**config.mk**
```make
export PLATFORM = sky130hd
export DESIGN_NAME = olrb_ctrl
export DESIGN_NICKNAME = d
export VERILOG_FILES = /design/src/design/assert_macros.svh /design/src/design/olrb_pkg.sv /design/src/design/olrb_ctrl.sv
export SDC_FILE = /design/constraint.sdc
export NUM_CORES = 1
export LEC_CHECK = 0
export BUFFER_PORTS_ARGS = -buffer_cell sky130_fd_sc_hd__buf_2
export CELL_PAD_IN_SITES_DETAIL_PLACEMENT = 0
export CELL_PAD_IN_SITES_GLOBAL_PLACEMENT = 2
export CORE_AREA = 4 4 41 43
export DETAILED_ROUTE_END_ITERATION = 12
export DIE_AREA = 0 0 45 47
export GPL_TIMING_DRIVEN = 1
export PLACE_DENSITY_LB_ADDON = 0.3
export SYNTH_ARGS = -nofsm -noshare
export SYNTH_HDL_FRONTEND = slang
export SYNTH_SLANG_ARGS = --single-unit
export TNS_END_PERCENT = 50
```
**constraint.sdc**
```tcl
create_clock -name clk_i -period 3.35 [get_ports clk_i]
set_clock_uncertainty 0.1 [all_clocks]
set_input_delay 0.1675 -clock clk_i [delete_from_list [all_inputs] [get_ports clk_i]]
set_output_delay 0.1675 -clock clk_i [all_outputs]
set_load 0.05 [all_outputs]
```
**src/design/assert_macros.svh**
```systemverilog
// Assertion macros shared by the ring buffer RTL.
`ifndef ASSERT_MACROS_SVH
`define ASSERT_MACROS_SVH

// Checks that prop holds at every rising clock edge outside reset.
`define OLRB_ASSERT(label, clk, rst_n, prop, msg) \
  label: assert property (@(posedge clk) disable iff (!rst_n) (prop)) else $error(msg);

// Checks that cond never holds at a rising clock edge outside reset.
`define OLRB_ASSERT_NEVER(label, clk, rst_n, cond, msg) \
  label: assert property (@(posedge clk) disable iff (!rst_n) !(cond)) else $error(msg);

`endif

```
**src/design/olrb_pkg.sv**
```systemverilog
// Package with the word types, constants and control structs of the ring buffer.
`default_nettype none
package olrb_pkg;

  localparam int unsigned OLRB_DEPTH    = 4096;
  localparam int unsigned OLRB_MAX_LINE = 64;
  localparam int unsigned LEN_W         = 7;
  localparam int unsigned FILL_W        = 13;
  localparam logic [7:0]  NEWLINE_BYTE  = 8'h0A;
  localparam logic        OP_WRITE      = 1'b0;
  localparam logic        OP_READ       = 1'b1;

  typedef struct packed {
    logic             op;
    logic [7:0]       data_byte;
    logic [LEN_W-1:0] max_len;
  } in_item_t;

  typedef struct packed {
    logic [7:0]        out_byte;
    logic              byte_valid;
    logic              last;
    logic [FILL_W-1:0] fill_level;
  } out_item_t;

  // Commands from the controller to the datapath.
  typedef struct packed {
    logic accept_write;
    logic accept_read;
    logic issue_rd;
    logic take_byte;
    logic emit_mid;
    logic emit_last;
  } olrb_cmd_t;

  // Status from the datapath to the controller.
  typedef struct packed {
    logic empty;
    logic limit_hit;
    logic pend_valid;
    logic pend_nl;
    logic byte_zero;
    logic out_free;
  } olrb_status_t;

endpackage
`default_nettype wire

```
**src/design/olrb_ctrl.sv**
```systemverilog
// Controller state machine that sequences byte writes and line reads.
`default_nettype none
module olrb_ctrl (
  input  wire                   clk_i,
  input  wire                   rst_ni,
  input  wire                   in_valid_i,
  input  wire                   in_op_i,
  input  olrb_pkg::olrb_status_t status_i,
  output logic                  in_stall_o,
  output olrb_pkg::olrb_cmd_t    cmd_o
);
  import olrb_pkg::*;

  typedef enum logic [2:0] {
    ST_IDLE = 3'b001,
    ST_SCAN = 3'b010,
    ST_EVAL = 3'b100
  } state_e;

  state_e state_q, state_d;
  logic   finish;

  assign in_stall_o = (state_q != ST_IDLE);
  assign finish = status_i.empty || status_i.limit_hit || status_i.pend_nl;

  always_comb begin
    state_d = state_q;
    cmd_o   = '0;
    unique case (state_q)
      ST_IDLE: begin
        if (in_valid_i) begin
          if (in_op_i == OP_READ) begin
            cmd_o.accept_read = 1'b1;
            state_d = ST_SCAN;
          end else begin
            cmd_o.accept_write = 1'b1;
          end
        end
      end
      ST_SCAN: begin
        if (finish) begin
          if (status_i.out_free) begin
            cmd_o.emit_last = 1'b1;
            state_d = ST_IDLE;
          end
        end else begin
          cmd_o.issue_rd = 1'b1;
          state_d = ST_EVAL;
        end
      end
      ST_EVAL: begin
        // A nonzero byte pushes out the held one, which is then known not to be last.
        if (status_i.byte_zero) begin
          state_d = ST_SCAN;
        end else if (!status_i.pend_valid || status_i.out_free) begin
          cmd_o.take_byte = 1'b1;
          cmd_o.emit_mid  = status_i.pend_valid;
          state_d = ST_SCAN;
        end
      end
      default: state_d = ST_IDLE;
    endcase
  end

  always_ff @(posedge clk_i or negedge rst_ni) begin
    if (!rst_ni) begin
      state_q <= ST_IDLE;
    end else begin
      state_q <= state_d;
    end
  end

endmodule
`default_nettype wire

```
# Word-level counts from Yosys, hierarchy flattened
# Cells that the tools add are included.
# word_totals
reg_bits,3
inputBits,10
output_inout_bits,7
# op_classes
n_eq_ne,8
muxes,19
n_reduce_logical,5
# ops
cell,count
3-bit two-way mux,6
2-bit two-way mux,5
3-bit one-hot mux with 3 select lines,1
1-bit two-way mux,7
3-bit inequality test (second input constant),2
2-bit inequality test (second input constant),2
4-bit AND reduction,1
3-bit by 1-bit == test with 1-bit output (second input constant),1
3-bit by 2-bit == test with 1-bit output (second input constant),1
3-bit == test (second input constant),1
1-bit logical OR,3
3-bit by 1-bit inequality test with 1-bit output (second input constant),1
1-bit logical NOT,1

# Depth between registers and ports, before layout
# depth
ltp_word,5
mapped_depth,3

# Worst setup path before layout
# Ideal clock, no wire load.
# synth_path
path_type,reg2out
startpoint,register state_q[0]
endpoint,output port cmd_o[4] (netlist name)
arrival_time_ns,1.896
t_required_ns,3.082
path_slack_ns,1.187
stages_incl_launch_ff,3
n_path_buf,0
cell_sequence,dfstp_2 or3b_1 nor2_1
# synth_lines
item,line_no,text
start: declaration,olrb_ctrl.sv:20,"state_e state_q, state_d;"
start signal: assignment,olrb_ctrl.sv:69,state_q <= state_d;
end: declaration,olrb_ctrl.sv:10,output olrb_pkg::olrb_cmd_t cmd_o

==> impl_results.rst <==
.. list-table::
   :header-rows: 1

   * - Metric
     - Value
   * - Status
     - completed
   * - Gate count of the mapped netlist
     - 23
   * - Path depth of the worst reg2reg path
     - 3
   * - Post-synthesis sequential element count
     - 3
   * - Maximum number of pins on one net before global-route repair
     - 6
   * - Leakage power
     - 0.1789 nW
   * - Critical path's top delay family
     - simple AND/OR/NAND/NOR gates
   * - Antenna diode count
     - 0
   * - FP Rows
     - 13
   * - Register-to-Register Setup Slack
     - 1990 ps
   * - FF-to-FF Start
     - state_q[1]$_DFFE_PN0P_
   * - Total number of H-tree levels
     - 1
   * - Setup violations, final
     - 0
   * - CTS Buffer Depth
     - 2
   * - Clock root buffer
     - sky130_fd_sc_hd__clkbuf_4
   * - Fillcell total
     - 160
   * - Main flop type after synthesis
     - sky130_fd_sc_hd__dfrtp_1
   * - Initial antenna violation count
     - 0
   * - Number of global-route vias before repair
     - 269
   * - Clock latency of the later-clocked register in the worst-skew pair
     - 230 ps
   * - RSZ-0062 raised after global routing
     - no
   * - Crit-path slowest cell
     - sky130_fd_sc_hd__dfstp_2
   * - Sequential element share of the synthesized area
     - 0.3352
   * - Pwr Density
     - 392.5 nW/um2
   * - Routability congestion estimate from global placement
     - 0.6851
   * - Area growth, synth to finish
     - 59.34%
   * - Initial DRC count
     - 4
   * - Number of iterations in the first detailed-routing pass
     - 3
   * - Total of buffers placed on input and output ports
     - 16
   * - Starting Density
     - 0.1750
   * - Delay of the slowest critical-path stage
     - 550 ps
   * - Final hold vios
     - 0
   * - Synth Warn #
     - 0
   * - Maximum fanout encountered on the critical timing path
     - 5
   * - Overall routing resource usage
     - 0.06883
   * - Ratio of cells with drive above 1 in the final layout
     - 0.5455
   * - Largest cells by area after synthesis
     - sky130_fd_sc_hd__dfrtp_1 (22%), sky130_fd_sc_hd__dfstp_2 (12%), sky130_fd_sc_hd__nor3b_2 (11%)
   * - Largest area contributor in the synthesized netlist
     - sky130_fd_sc_hd__dfrtp_1
   * - Mean area per synthesized cell
     - 9.901 um2
   * - Area of the core
     - 1301 um2
   * - Final antenna-violating net count
     - 0
   * - Slew at the pin closest to its max-slew limit
     - 439.2 ps
   * - Cell-by-cell trace of the critical path
     - or3b_1, nor3b_2, buf_2
   * - Unique masters post-synth
     - 17
   * - Most used standard cell by instance count after synthesis
     - sky130_fd_sc_hd__nand2_1
   * - Worst slew slack as a fraction of its limit
     - 0.7030
   * - Critical Path Start Type
     - flop
   * - Capturing point of the worst reg2reg path
     - state_q[1]$_DFFE_PN0P_
   * - Number of enable flip-flop cells after synthesis
     - 0
   * - Post-synth top area share
     - 0.2198
   * - Worst setup path category
     - reg2out
   * - Worst min-delay path endpoint
     - state_q[1]$_DFFE_PN0P_
   * - Routed wire length per instance
     - 9.695 um
   * - Overflow after GRT
     - 0
   * - Async set-or-reset flop fraction in the synthesized netlist
     - 1.000
   * - Fmax
     - 0.5323 GHz
   * - Kind of capture point of the worst setup path
     - output port
   * - Post-route minimum period
     - 1879 ps
   * - Clock tree from TritonCTS
     - built
   * - Full die area
     - 2115 um2
   * - Reg with most FFs
     - state_q
   * - CP Buf/Inv Count
     - 1
   * - Total number of vias
     - 251
   * - Vias per cell
     - 4.254
   * - Sum of internal, switching and leakage power
     - 0.1424 mW
   * - Standard cell area after detailed placement
     - 326.6 um2
   * - HP Class
     - in2reg
   * - Total Neg Setup Slack
     - 0 ps
   * - Top cells by count, synth
     - sky130_fd_sc_hd__nand2_1 (3), sky130_fd_sc_hd__dfrtp_1 (2), sky130_fd_sc_hd__nand2b_1 (2), sky130_fd_sc_hd__nor2b_1 (2), sky130_fd_sc_hd__nor3b_2 (2)
   * - Number of flip-flops under the largest register name
     - 3
   * - Number of nets in the layout
     - 55
   * - Final routed wirelength across all metal layers
     - 572 um
   * - Hold path depth
     - 2
   * - I/O pin count
     - 17
   * - Cell Area, Synth
     - 227.7 um2
   * - Sink Count
     - 3
   * - Net Count, Synth
     - 33
   * - Count of maximum capacitance violations
     - 0
   * - Number of cells upsized or downsized after cts
     - 0
   * - Beginning of the critical path
     - state_q[0]$_DFFE_PN1P_
   * - Post-route standard cell area excluding fillers
     - 362.8 um2
   * - Fin. max-slew vios
     - 0
   * - DRC
     - 0
   * - Maximum resistive drop on vdd
     - 0.09876 mV
   * - Data required, critical path
     - 3080 ps
   * - CTS buffer count
     - 3
   * - Global-route wire length before repair
     - 1000 um
   * - Startpoint of the most critical hold path
     - status_i[0]
   * - Die Height
     - 47 um
   * - Top flop regs
     - state_q (3)
   * - Clock Pin Slew Worst Setup and Hold Paths
     - 40 ps
   * - Final period utilization
     - 0.5608
   * - WP data arrival
     - 1610 ps
   * - Die Width
     - 45 um
timing repair:
action / in CTS / in global routing
endpoints found under the hold margin: 3 / 0
hold buffers: 1 / 0
buffers inserted: 0 / 0
report_power, final:
| part | internal, mW | total [mW] | switching, mW |
|---|---|---|---|
| registers | 0.0399 | 0.0423 | 0.00246 |
| logic | 0.0134 | 0.0378 | 0.0244 |
| clock network | 0.0446 | 0.0623 | 0.0177 |
placed cells by master, fill, tap and decap left out, types with 2 or more instances in the layout:
cell type and n:
sky130_fd_sc_hd__nor2b_1 2, sky130_fd_sc_hd__nor3b_2 2, sky130_fd_sc_hd__clkbuf_4 3, sky130_fd_sc_hd__nand2_1 3, sky130_fd_sc_hd__dfrtp_1 2, sky130_fd_sc_hd__nand2b_1 2, sky130_fd_sc_hd__buf_2 16
metal layers:
layer | GRT usage | vias up | part of all wire
met2 | 0.1186 | 11 | 0.53
met1 | 0.05936 | 112 | 0.36
met5 | 0 | - | 0
met4 | 0.07018 | 0 | 0
li1 | - | 128 | -
met3 | 0.02682 | 0 | 0.11
cell type report:
class | instances | area, um2 | share of cell area
flip-flops and latches | 3 | 76.32 | 0.2103
clock buffers | 4 | 26.28 | 0.07241
multi-input cells | 20 | 151.4 | 0.4172
repair buffers | 17 | 90.09 | 0.2483
well taps | 15 | 18.77 | 0.05172
worst max-delay path by stage:
stage          endpoint  slack [ps]  cells past startpoint
3_5_place_dp   cmd_o[5]        1710                      3
3_3_place_gp   cmd_o[5]        1730                      3
4_1_cts        cmd_o[5]        1460                      3
5_1_grt        cmd_o[1]        1370                      3
2_1_floorplan  cmd_o[4]        1190                      2
6_report       cmd_o[5]        1470                      3
stage by stage:
stage               hold slack, ps  setup WS (ps)  utilization  std cells
global placement            -137.7           1725       0.2510         54
global route                 70.00           1370       0.2788         59
finish                       73.07           1471       0.2788         59
floorplan                   -228.1           1187            -         23
CTS                          70.47           1459       0.2788         59
detailed placement          -137.1           1710       0.2510         54
cells by family (layout without fill, tap and decap cells):
logic type / count (synthesis) / count (layout) / synth area share
AO/OA/AOI/OAI: 3 / 3 / 0.09340
flip-flops: 3 / 3 / 0.3352
buffers and inverters: 0 / 21 / 0
AND/OR/NAND/NOR: 17 / 17 / 0.5714
(Power assumes the default switching activity.)
